[src/sv/rlf_pkg.sv]
// Shared types, constants and rounding helpers for the RMS level follower.
package rlf_pkg;

  // Shared multiplier operand and product widths.
  localparam int unsigned MAC_A_W = 19;
  localparam int unsigned MAC_B_W = 18;
  localparam int unsigned PROD_W  = MAC_A_W + MAC_B_W;
  localparam int unsigned ACC_W   = 56;
  localparam int unsigned RND_W   = ACC_W - 16;

  // Datapath widths.
  localparam int unsigned SMP_W = 16;
  localparam int unsigned FRQ_W = 16;
  localparam int unsigned T_W   = 18;
  localparam int unsigned P_W   = 18;
  localparam int unsigned OMP_W = 19;
  localparam int unsigned SQ_W  = 31;
  localparam int unsigned MS_W  = 36;
  localparam int unsigned LVL_W = 15;
  localparam int unsigned RAD_W = 30;

  // Tangent polynomial coefficients in Q0.16.
  localparam logic signed [T_W-1:0] POLY_C3 = 18'sd63156;
  localparam logic signed [T_W-1:0] POLY_C2 = 18'sd56699;
  localparam logic signed [T_W-1:0] POLY_C1 = 18'sd35112;
  localparam logic signed [T_W-1:0] POLY_C0 = 18'sd60948;

  localparam logic signed [P_W-1:0]   P_MAX   = 18'sd131071;
  localparam logic signed [P_W-1:0]   P_MIN   = -18'sd131072;
  localparam logic signed [MS_W-1:0]  MS_MAX  = {1'b0, {(MS_W-1){1'b1}}};
  localparam logic signed [MS_W-1:0]  MS_MIN  = {1'b1, {(MS_W-1){1'b0}}};
  localparam logic [LVL_W-1:0]        LVL_MAX = {LVL_W{1'b1}};

  // Left shift applied to a product before it enters the accumulator.
  typedef enum logic [1:0] {
    SH_0,
    SH_2,
    SH_17,
    SH_19
  } acc_sh_e;

  // Control word from the sequencer to the multiply-accumulate unit.
  typedef struct packed {
    logic    mul_en;
    logic    acc_en;
    logic    acc_clr;
    acc_sh_e sh;
  } mac_ctrl_t;

  // Constant added after each Horner product, by step.
  function automatic logic signed [T_W-1:0] horner_add(input logic [1:0] step);
    case (step)
      2'd0:    return -POLY_C2;
      2'd1:    return POLY_C1;
      2'd2:    return POLY_C0;
      default: return '0;
    endcase
  endfunction

  // Divide by 2^16, rounding to nearest with halves away from zero.
  function automatic logic signed [RND_W-1:0] rnd16(input logic signed [ACC_W-1:0] v);
    logic signed [ACC_W-1:0] biased;
    biased = v[ACC_W-1] ? (v + ACC_W'(32767)) : (v + ACC_W'(32768));
    return biased[ACC_W-1:16];
  endfunction

endpackage

[src/sv/rlf_mac.sv]
// Shared signed multiplier with a registered product and a shifting accumulator.
module rlf_mac (
  input  logic                                 clk_i,
  input  rlf_pkg::mac_ctrl_t                   ctrl_i,
  input  logic signed [rlf_pkg::MAC_A_W-1:0]   a_i,
  input  logic signed [rlf_pkg::MAC_B_W-1:0]   b_i,
  output logic signed [rlf_pkg::PROD_W-1:0]    prod_o,
  output logic signed [rlf_pkg::ACC_W-1:0]     acc_o
);
  import rlf_pkg::*;

  logic signed [PROD_W-1:0] prod_q;
  logic signed [ACC_W-1:0]  acc_q;
  logic signed [ACC_W-1:0]  prod_ext;
  logic signed [ACC_W-1:0]  addend;
  logic signed [ACC_W-1:0]  base;

  assign prod_ext = {{(ACC_W-PROD_W){prod_q[PROD_W-1]}}, prod_q};
  assign base     = ctrl_i.acc_clr ? '0 : acc_q;

  always_comb begin
    case (ctrl_i.sh)
      SH_0:    addend = prod_ext;
      SH_2:    addend = prod_ext <<< 2;
      SH_17:   addend = prod_ext <<< 17;
      SH_19:   addend = prod_ext <<< 19;
      default: addend = prod_ext;
    endcase
  end

  always_ff @(posedge clk_i) begin
    if (ctrl_i.mul_en) begin
      prod_q <= a_i * b_i;
    end
    if (ctrl_i.acc_en) begin
      acc_q <= base + addend;
    end
  end

  assign prod_o = prod_q;
  assign acc_o  = acc_q;

endmodule

[src/sv/rlf_sqrt.sv]
// Restoring integer square root, one result bit per cycle.
module rlf_sqrt (
  input  logic                         clk_i,
  input  logic                         rst_ni,
  input  logic                         start_i,
  input  logic [rlf_pkg::RAD_W-1:0]    rad_i,
  output logic                         done_o,
  output logic [rlf_pkg::LVL_W-1:0]    root_o
);
  import rlf_pkg::*;

  logic               busy_q;
  logic               done_q;
  logic [3:0]         cnt_q;
  logic [RAD_W-1:0]   rad_q;
  logic [LVL_W:0]     rem_q;
  logic [LVL_W-1:0]   root_q;

  logic [LVL_W+2:0]   rem_sh;
  logic [LVL_W+2:0]   trial;
  logic [LVL_W+2:0]   diff;
  logic               fits;

  // The remainder never exceeds twice the partial root, so it fits LVL_W+1 bits.
  assign rem_sh = {rem_q, rad_q[RAD_W-1 -: 2]};
  assign trial  = {1'b0, root_q, 2'b01};
  assign diff   = rem_sh - trial;
  assign fits   = rem_sh >= trial;

  always_ff @(posedge clk_i or negedge rst_ni) begin
    if (!rst_ni) begin
      busy_q <= 1'b0;
      done_q <= 1'b0;
      cnt_q  <= '0;
    end else begin
      done_q <= 1'b0;
      if (start_i) begin
        busy_q <= 1'b1;
        cnt_q  <= '0;
      end else if (busy_q) begin
        cnt_q <= cnt_q + 4'd1;
        if (cnt_q == 4'(LVL_W - 1)) begin
          busy_q <= 1'b0;
          done_q <= 1'b1;
        end
      end
    end
  end

  always_ff @(posedge clk_i) begin
    if (start_i) begin
      rad_q  <= rad_i;
      rem_q  <= '0;
      root_q <= '0;
    end else if (busy_q) begin
      rad_q  <= {rad_q[RAD_W-3:0], 2'b00};
      rem_q  <= fits ? diff[LVL_W:0] : rem_sh[LVL_W:0];
      root_q <= {root_q[LVL_W-2:0], fits};
    end
  end

  assign done_o = done_q;
  assign root_o = root_q;

endmodule

[src/sv/rms_level_follower_core.sv]
// Top level of the RMS level follower: sequencer around a shared multiplier and a square root.
//
//   channel | direction | valid       | stall        | payload
//   --------+-----------+-------------+--------------+---------------------------
//   in      | input     | in_valid_i  | in_stall_o   | sample_i, norm_freq_i
//   out     | output    | out_valid_o | out_stall_i  | rms_level_o
//
// The square root runs only when the mean square is positive and below one; the
// next item is taken in the cycle after the result is loaded. The time an item
// takes is set by the one multiplier, which is used nine times per item, and by
// the square root, which finds one bit per cycle. Reset clears the mean square to
// zero and empties the output register. A result waiting under out_stall_i does
// not block the next item; only the hand-over of a newer result waits until the
// older one has been taken.
module rms_level_follower_core (
  input  logic                                clk_i,
  input  logic                                rst_ni,
  input  logic                                in_valid_i,
  output logic                                in_stall_o,
  input  logic signed [rlf_pkg::SMP_W-1:0]    sample_i,
  input  logic [rlf_pkg::FRQ_W-1:0]           norm_freq_i,
  output logic                                out_valid_o,
  input  logic                                out_stall_i,
  output logic [rlf_pkg::LVL_W-1:0]           rms_level_o
);
  import rlf_pkg::*;

  // The sequencer walks through the Horner steps, the coefficient, the square of
  // the sample, the four partial products of the update and the square root.
  typedef enum logic [3:0] {
    S_IDLE,
    S_HORN_MUL,
    S_HORN_ADD,
    S_COEF,
    S_SQ_MUL,
    S_SQ_LD,
    S_T0_MUL,
    S_T1_MUL,
    S_T2_MUL,
    S_T3_MUL,
    S_T3_ACC,
    S_ROUND,
    S_SQRT_START,
    S_SQRT_WAIT,
    S_OUT
  } state_e;

  state_e                    state_q;
  logic [1:0]                hstep_q;
  logic                      out_valid_q;
  logic [LVL_W-1:0]          rms_level_q;
  logic signed [MS_W-1:0]    m_q;

  logic signed [SMP_W-1:0]   s_q;
  logic [FRQ_W-1:0]          f_q;
  logic signed [T_W-1:0]     t_q;
  logic signed [P_W-1:0]     p_q;
  logic signed [OMP_W-1:0]   omp_q;
  logic [SQ_W-1:0]           sq_q;
  logic [LVL_W-1:0]          level_q;

  mac_ctrl_t                 mac_ctrl;
  logic signed [MAC_A_W-1:0] mac_a;
  logic signed [MAC_B_W-1:0] mac_b;
  logic signed [PROD_W-1:0]  prod;
  logic signed [ACC_W-1:0]   acc;

  logic                      accept;
  logic signed [RND_W-1:0]   horn_rnd;
  logic signed [T_W-1:0]     t_d;
  logic signed [P_W+1:0]     p_wide;
  logic signed [P_W-1:0]     p_d;
  logic signed [OMP_W-1:0]   omp_d;
  logic signed [RND_W-1:0]   ms_rnd;
  logic signed [MS_W-1:0]    m_d;
  logic                      ms_nonpos;
  logic                      ms_big;
  logic                      sqrt_start;
  logic                      sqrt_done;
  logic [LVL_W-1:0]          sqrt_root;

  assign accept     = in_valid_i && (state_q == S_IDLE);
  assign in_stall_o = (state_q != S_IDLE);

  // Horner step: round the product with f back to Q.16 and add the next constant.
  assign horn_rnd = rnd16({{(ACC_W-PROD_W){prod[PROD_W-1]}}, prod});
  assign t_d      = horn_rnd[T_W-1:0] + horner_add(hstep_q);

  // Coefficient p = 1 - 2*poly, saturated; the polynomial is never negative here.
  assign p_wide = 20'sd65536 - {{1{t_q[T_W-1]}}, t_q, 1'b0};
  always_comb begin
    if (p_wide < 20'(P_MIN)) begin
      p_d = P_MIN;
    end else if (p_wide > 20'(P_MAX)) begin
      p_d = P_MAX;
    end else begin
      p_d = p_wide[P_W-1:0];
    end
  end
  assign omp_d = 19'sd65536 - {p_d[P_W-1], p_d};

  // Rounded update, saturated into the mean square range.
  assign ms_rnd = rnd16(acc);
  always_comb begin
    if (ms_rnd[RND_W-1:MS_W-1] == '0 || ms_rnd[RND_W-1:MS_W-1] == '1) begin
      m_d = ms_rnd[MS_W-1:0];
    end else if (ms_rnd[RND_W-1]) begin
      m_d = MS_MIN;
    end else begin
      m_d = MS_MAX;
    end
  end

  // A level of zero stands for a mean square that is zero or negative; a mean
  // square of one or more gives full scale without running the root.
  assign ms_nonpos  = m_q[MS_W-1] || (m_q == '0);
  assign ms_big     = (m_q[MS_W-2:RAD_W+2] != '0);
  assign sqrt_start = (state_q == S_SQRT_START) && !ms_nonpos && !ms_big;

  // Operand selection for the shared multiplier. The update is split into
  // (1-p) times the low and high halves of s*s, and p times the high and low
  // halves of the mean square, each product accumulated one step later.
  always_comb begin
    mac_ctrl = '0;
    mac_a    = '0;
    mac_b    = '0;
    case (state_q)
      S_HORN_MUL: begin
        mac_ctrl.mul_en = 1'b1;
        mac_a           = {t_q[T_W-1], t_q};
        mac_b           = {2'b00, f_q};
      end
      S_SQ_MUL: begin
        mac_ctrl.mul_en = 1'b1;
        mac_a           = {{(MAC_A_W-SMP_W){s_q[SMP_W-1]}}, s_q};
        mac_b           = {{(MAC_B_W-SMP_W){s_q[SMP_W-1]}}, s_q};
      end
      S_T0_MUL: begin
        mac_ctrl.mul_en = 1'b1;
        mac_a           = omp_q;
        mac_b           = {1'b0, sq_q[16:0]};
      end
      S_T1_MUL: begin
        mac_ctrl.mul_en  = 1'b1;
        mac_ctrl.acc_en  = 1'b1;
        mac_ctrl.acc_clr = 1'b1;
        mac_ctrl.sh      = SH_2;
        mac_a            = omp_q;
        mac_b            = {4'b0000, sq_q[SQ_W-1:17]};
      end
      S_T2_MUL: begin
        mac_ctrl.mul_en = 1'b1;
        mac_ctrl.acc_en = 1'b1;
        mac_ctrl.sh     = SH_19;
        mac_a           = m_q[MS_W-1:17];
        mac_b           = p_q;
      end
      S_T3_MUL: begin
        mac_ctrl.mul_en = 1'b1;
        mac_ctrl.acc_en = 1'b1;
        mac_ctrl.sh     = SH_17;
        mac_a           = {2'b00, m_q[16:0]};
        mac_b           = p_q;
      end
      S_T3_ACC: begin
        mac_ctrl.acc_en = 1'b1;
        mac_ctrl.sh     = SH_0;
      end
      default: ;
    endcase
  end

  rlf_mac u_mac (
    .clk_i  (clk_i),
    .ctrl_i (mac_ctrl),
    .a_i    (mac_a),
    .b_i    (mac_b),
    .prod_o (prod),
    .acc_o  (acc)
  );

  rlf_sqrt u_sqrt (
    .clk_i   (clk_i),
    .rst_ni  (rst_ni),
    .start_i (sqrt_start),
    .rad_i   (m_q[RAD_W+1:2]),
    .done_o  (sqrt_done),
    .root_o  (sqrt_root)
  );

  // Sequencer state, the kept mean square and the output register.
  always_ff @(posedge clk_i or negedge rst_ni) begin
    if (!rst_ni) begin
      state_q     <= S_IDLE;
      hstep_q     <= '0;
      out_valid_q <= 1'b0;
      rms_level_q <= '0;
      m_q         <= '0;
    end else begin
      // In S_OUT the hand-over below decides the output valid on its own.
      if (out_valid_q && !out_stall_i && (state_q != S_OUT)) begin
        out_valid_q <= 1'b0;
      end
      case (state_q)
        S_IDLE: begin
          if (accept) begin
            hstep_q <= '0;
            state_q <= S_HORN_MUL;
          end
        end
        S_HORN_MUL: state_q <= S_HORN_ADD;
        S_HORN_ADD: begin
          hstep_q <= hstep_q + 2'd1;
          state_q <= (hstep_q == 2'd3) ? S_COEF : S_HORN_MUL;
        end
        S_COEF:   state_q <= S_SQ_MUL;
        S_SQ_MUL: state_q <= S_SQ_LD;
        S_SQ_LD:  state_q <= S_T0_MUL;
        S_T0_MUL: state_q <= S_T1_MUL;
        S_T1_MUL: state_q <= S_T2_MUL;
        S_T2_MUL: state_q <= S_T3_MUL;
        S_T3_MUL: state_q <= S_T3_ACC;
        S_T3_ACC: state_q <= S_ROUND;
        S_ROUND: begin
          m_q     <= m_d;
          state_q <= S_SQRT_START;
        end
        S_SQRT_START: state_q <= sqrt_start ? S_SQRT_WAIT : S_OUT;
        S_SQRT_WAIT: begin
          if (sqrt_done) begin
            state_q <= S_OUT;
          end
        end
        S_OUT: begin
          if (!out_valid_q || !out_stall_i) begin
            rms_level_q <= level_q;
            out_valid_q <= 1'b1;
            state_q     <= S_IDLE;
          end
        end
        default: state_q <= S_IDLE;
      endcase
    end
  end

  // Working registers of the item in flight.
  always_ff @(posedge clk_i) begin
    case (state_q)
      S_IDLE: begin
        if (accept) begin
          s_q <= sample_i;
          f_q <= norm_freq_i;
          t_q <= POLY_C3;
        end
      end
      S_HORN_ADD: t_q <= t_d;
      S_COEF: begin
        p_q   <= p_d;
        omp_q <= omp_d;
      end
      S_SQ_LD: sq_q <= prod[SQ_W-1:0];
      S_SQRT_START: begin
        if (ms_nonpos) begin
          level_q <= '0;
        end else if (ms_big) begin
          level_q <= LVL_MAX;
        end
      end
      S_SQRT_WAIT: begin
        if (sqrt_done) begin
          level_q <= sqrt_root;
        end
      end
      default: ;
    endcase
  end

  assign out_valid_o = out_valid_q;
  assign rms_level_o = rms_level_q;

endmodule

[config.mk]
export PLATFORM = sky130hd
export DESIGN_NAME = rms_level_follower_core
export DESIGN_NICKNAME = d
export VERILOG_FILES = /design/src/sv/rlf_pkg.sv /design/src/sv/rlf_mac.sv /design/src/sv/rlf_sqrt.sv /design/src/sv/rms_level_follower_core.sv
export SDC_FILE = /design/constraint.sdc
export NUM_CORES = 2
export LEC_CHECK = 0
export BUFFER_PORTS_ARGS = -buffer_cell sky130_fd_sc_hd__clkbuf_2
export CORE_UTILIZATION = 45
export DETAILED_ROUTE_END_ITERATION = 6
export PLACE_DENSITY = 0.62
export SETUP_SLACK_MARGIN = 0.5
export SLEW_MARGIN = 15
export SYNTH_ARGS = -nofsm -noshare
export SYNTH_HDL_FRONTEND = slang
export SYNTH_HIERARCHICAL = 1
export SYNTH_SLANG_ARGS = --single-unit
[constraint.sdc]
create_clock -name clk_i -period 19.2 [get_ports clk_i]
set_input_delay 0.96 -clock clk_i [delete_from_list [all_inputs] [get_ports clk_i]]
set_output_delay 0.96 -clock clk_i [all_outputs]
set_load 0.01 [all_outputs]
Word-level counts from Yosys, hierarchy flattened
Index checks and enable logic that the tools add are counted.
{"block": "totals", "ff_bits": 351, "in_bits": 36}
{"block": "op_classes", "add_sub_neg": 11, "n_mul": 1, "magnitude_cmp": 3, "n_eq_ne": 27, "n_mux": 43, "reduce_logical": 31}
{"cell": "56-bit one-hot mux with 4 select lines", "count": 1}
{"cell": "56-bit two-way mux", "count": 2}
{"cell": "19-bit one-hot mux with 5 select lines", "count": 1}
{"cell": "18-bit one-hot mux with 5 select lines", "count": 1}
{"cell": "36-bit two-way mux", "count": 2}
{"cell": "30-bit two-way mux", "count": 2}
{"cell": "4-bit one-hot mux with 15 select lines", "count": 1}
{"cell": "56-bit by 16-bit adder with 56-bit output, second input constant", "count": 1}
{"cell": "56-bit by 17-bit adder with 56-bit output, second input constant", "count": 1}
{"cell": "56-bit adder", "count": 1}
{"cell": "18-bit two-way mux", "count": 3}
{"cell": "18-bit one-hot mux with 3 select lines", "count": 1}
{"cell": "15-bit two-way mux", "count": 3}
{"cell": "19-bit by 18-bit multiplier with 37-bit output", "count": 1}
{"cell": "36-bit logical NOT", "count": 1}
{"cell": "18-bit one-hot mux with 2 select lines", "count": 1}
{"cell": "34-bit by 16-bit adder with 34-bit output, second input constant", "count": 1}
{"cell": "34-bit by 17-bit adder with 34-bit output, second input constant", "count": 1}
{"cell": "34-bit two-way mux", "count": 1}
{"cell": "4-bit equality test, second input constant", "count": 8}
{"cell": "15-bit one-hot mux with 2 select lines", "count": 1}
{"cell": "20-bit by 18-bit greater-than comparator with 1-bit output, second input constant", "count": 1}
{"cell": "20-bit by 18-bit less-than comparator with 1-bit output, second input constant", "count": 1}
{"cell": "4-bit two-way mux", "count": 5}
{"cell": "36 further kinds", "count": 74}

Logic depth before layout (Yosys ltp)
{"block": "logic_depth", "ltp_word": 7, "depth_mapped": 33}

By module
The synthesis kept the hierarchy.
{"module": "rlf_mac", "instances": 1, "cells_each": 2153, "area_per_inst_um2": 19784.0}
{"module": "rms_level_follower_core", "instances": 1, "cells_each": 1093, "area_per_inst_um2": 11013.1}
{"module": "rlf_sqrt", "instances": 1, "cells_each": 361, "area_per_inst_um2": 3717.3}

Worst setup path after synthesis
No wires, ideal clock.
{"block": "synth_path", "path_kind": "reg2reg", "startpoint": "register state_q[3]", "endpoint": "register u_mac.prod_q[36] (netlist: u_mac/prod_o[36]) (data pin)", "setup_time_ns": 0.260, "t_arrival_ns": 7.352, "t_required_ns": 18.940, "slack_ns": 11.588, "stages_incl_launch_ff": 30, "path_cell_list": "dfrtp_1 clkbuf_1 nand2b_1 nor3_1 clkbuf_1 nand2_1 nand4_1 clkbuf_1 clkbuf_1 nand2_1 fa_1 inv_1 fa_1 inv_1 fa_1 inv_1 fa_1 fa_1 inv_1 fa_1 inv_1 ha_1 and3_1 nand3_1 nand4b_1 o211ai_1 a31oi_1 o31ai_1 a21oi_1 xnor2_1"}
{"block": "synth_via", "elab_chain_len": 4}
{"item": "start: declaration", "line_no": "rms_level_follower_core.sv:48", "text": "state_e state_q;"}
{"item": "start signal: assignment", "line_no": "rms_level_follower_core.sv:214", "text": "state_q <= (hstep_q == 2'd3) ? S_COEF : S_HORN_MUL;"}
{"item": "start signal: assignment", "line_no": "rms_level_follower_core.sv:228", "text": "S_SQRT_START: state_q <= sqrt_start ? S_SQRT_WAIT : S_OUT;"}
{"item": "4-bit equality test", "line_no": "rms_level_follower_core.sv:127", "text": "case (state_q)"}
{"item": "2-bit OR reduction (no source line)"}
{"item": "18-bit one-hot mux with 5 select lines (*)", "line_no": "rms_level_follower_core.sv:127"}
{"item": "via mac_b[10]", "line_no": "rms_level_follower_core.sv:64", "text": "logic signed [MAC_B_W-1:0] mac_b;"}
{"item": "19-bit by 18-bit multiplier with 37-bit output (*)", "line_no": "rlf_mac.sv:33", "text": "prod_q <= a_i * b_i;"}
{"item": "end signal: assignment", "line_no": "rlf_mac.sv:33"}
{"item": "end: declaration", "line_no": "rlf_mac.sv:12", "text": "logic signed [PROD_W-1:0] prod_q;"}
The timed path passes the listed nets; every way through them passes the cells marked *.
A chain may end at the register's enable or synchronous reset.

Worst setup path in the final report
{"block": "layout_path", "startpoint": "register state_q[1]", "endpoint": "register u_mac.prod_q[36] (netlist: u_mac/prod_o[36]) (data pin)"}
The elaborated chain is that of the path after synthesis.

==> run_results.csv <==
group,metric,value,unit
worst_setup_path,path_class,"reg2reg",
logic_synthesis,synth-seq-area-share,28.62,%
detailed_routing,detail-route-antenna-nets,0,
logic_synthesis,synth-seq-cells,350,
layout,n_antenna_cell,0,
grt,grt_pass1_wl,152.3,mm
grt,first_global_vias,25925,
place,dp.cells,4568,
worst_setup_path,critPathArrivalTime,9540,ps
grt,antenna_found_initial,1,
clock_network,clock_sinks,350,
timing,finalMaxSlewViolations,0,
timing,setup_ws,9964,ps
layout,layout_commonest_cell,"inv_1",
layout,drive_above_1_share,7.954,%
logic_synthesis,syn_inst,3607,
timing,slew_headroom,27.01,%
logic_synthesis,synth_edf_count,255,
outcome,status,"completed",
logic_synthesis,synth_cell_types,95,
timing,finalHoldViolations,0,
logic_synthesis,synth_nets,4181,
detailed_routing,first_pass_iters,7,
place,place_congestion,0.9587,
floorplan,start_util,45.44,%
logic_synthesis,ys.flop_type,"edfxtp_1",
clock_network,root_buffer,"clkbuf_16",
floorplan,io_pins,53,
timing,fin_crit_sh,48.10,%
clock_network,cts_tree,"built",
clock_network,cts_max_path_buffers,3,
worst_setup_path,cp_slowest_cell,"dfrtp_1",
detailed_routing,drt-total-wl,97.91,mm
layout,finalNonFillerCells,4651,
place,hpwlAfterDp,73.99,mm
clock_network,htree_levels,2,
detailed_routing,first_iter_violations,2491,
detailed_routing,viasPerCell,5.704,
timing,fmax,108.3,MHz
grt,grt_usage,25.24,%
logic_synthesis,synthesis.area,34510,µm²
grt,grt-ovfl-total,0,
floorplan,die_w,278.9,µm
layout,syn_to_final_growth,8.316,%
floorplan,core_region_area,75950,µm²
layout,final_cell_area,37380,µm²
detailed_routing,drcViolationCount,0,
timing,finalSetupViolations,0,
worst_setup_path,worstPathRequired,19510,ps
worst_setup_path,cp-end-kind,"flip-flop",
run,maxCapViolCount,0,
logic_synthesis,ys_warn_count,6,
clock_network,clk_latency,610,ps
detailed_routing,via_count,26530,
worst_setup_path,cp_slowest_stage_delay,750,ps
floorplan,die_y,278.9,µm
clock_network,clk_pin_slew,60,ps
clock_network,numCtsBuffers,45,
logic_synthesis,async_flop_share,18.29,%
worst_setup_path,crit_top_cell,"fa_1",
timing,period_minus_slack,9236,ps
timing,worst_slew_pin_slew,1092,ps
clock_network,ctsResizeCount,0,
grt,grt_max_degree,72,
floorplan,die-area,77810,µm²
worst_hold_path,min_path_type,"reg2reg",
layout,nets,4159,
logic_synthesis,postSynthAreaPerCell,9.569,µm²
timing,grt_setup_unrepaired,"false",
floorplan,num_rows,101,
place,port_buffers,52,
timing,final.setup.tns,0,ps
timing,fin_skew,36.03,ps
place,place_area,35830,µm²
detailed_routing,routedWlPerCell,21.05,µm
worst_setup_path,crit_fanout,71,
clock_network,cts-hold-fix-buffers,0,
layout,final_cell_mix,"inv_1, nand2_1, fa_1, edfxtp_1, nor2_1",
place,dp_slack,10240,ps
worst_setup_path,cp-start-kind,"flip-flop",
clock_network,cts_setup_buffers,0,
worst max-delay path: cells and delay by family (launching register included):
family          cells  cell delay (ps)
flops               1              750
simple gates        7             1780
fa+ha+maj           7             3210
buf+inv             8             1600
xor+xnor            1               90
compound gates      7             1440
Yosys cell counts, drive strengths merged (20+ instances only):
master  number  area share, %
a21o        59            1.3
a21oi      146            2.1
a22oi       54            1.2
and2       185            3.4
and3        23           0.42
and4        20           0.52
buf         28           0.40
clkbuf     140            1.6
dfrtp       64            4.6
dfxtp       31            1.8
edfxtp     255             22
fa         346             20
ha         192            7.0
inv        479            5.2
mux2        45            1.5
mux2i       68            2.0
nand2      360            3.9
nand2b      40           0.73
nand3       75            1.1
nand4       54           0.98
nor2       226            2.5
nor2b       70            1.3
nor3        29           0.42
nor4        22           0.50
o21ai      113            1.6
o32ai       37           0.94
xnor2      118            3.0
xor2        65            1.6
through the flow:
| step | utilization (%) | hold WS, ps |
|---|---|---|
| detailed placement | 47.18 | 465.4 |
| global placement | 47.18 | 454.1 |
| floorplan | - | 436.4 |
| finish | 49.22 | 464.0 |
| global route | 49.22 | 488.0 |
| CTS | 49.22 | 471.8 |
sequential cells by signal, indices dropped and copies added, names as in the netlist, 16 cells and up:
register / count
m_q: 36
sq_q: 31
u_mac/acc_o: 56
s_q: 16
u_mac/prod_o: 37
u_sqrt/rem_q: 16
f_q: 16
omp_q: 18
u_sqrt/rad_q: 30
t_q: 18
p_q: 18
layer usage:
metal	global-route usage (%)	vias up	wire, µm
met2	39.25	967	44370
met3	3.297	168	6722
met1	36.03	13181	43240
met4	9.143	2	3569
met5	0	-	13
li1	-	12212	-
final timing paths:
path                       startpoint          endpoint  slack, ps  cells past startpoint
max                        state_q[1]  u_mac/prod_o[36]       9960                     30
min                        level_q[8]    rms_level_o[8]        460                      1
max reg2reg                state_q[1]  u_mac/prod_o[36]       9960                     30
min reg2reg                level_q[8]    rms_level_o[8]        460                      1
max in group asynchronous      rst_ni    rms_level_o[0]      18030                      2
min in group asynchronous      rst_ni     u_sqrt/busy_q        560                      2
cell families after synthesis:
group / count (synthesis) / share of synthesized area, %
buffers and inverters: 647 / 7.160
AO/OA/AOI/OAI: 617 / 12.21
AND/OR/NAND/NOR: 1157 / 16.76
flip-flops: 350 / 28.62
XOR/XNOR: 183 / 4.644
adder cells (fa/ha/maj): 538 / 27.03
multiplexers: 115 / 3.571
final cells by class:
type                    instances  area [µm²]
inverters                     479        1798
clock inverters                28       339.1
multi-input cells            2610       22250
well taps                    1030        1289
fillers                      7158       38560
clock buffers                  55        1214
flip-flops and latches        350        9879
repair buffers                 99       613.1
Power is left out: the tool's default activity adds up to more than one toggle a clock period on the data nets, which glitch-free logic cannot reach.
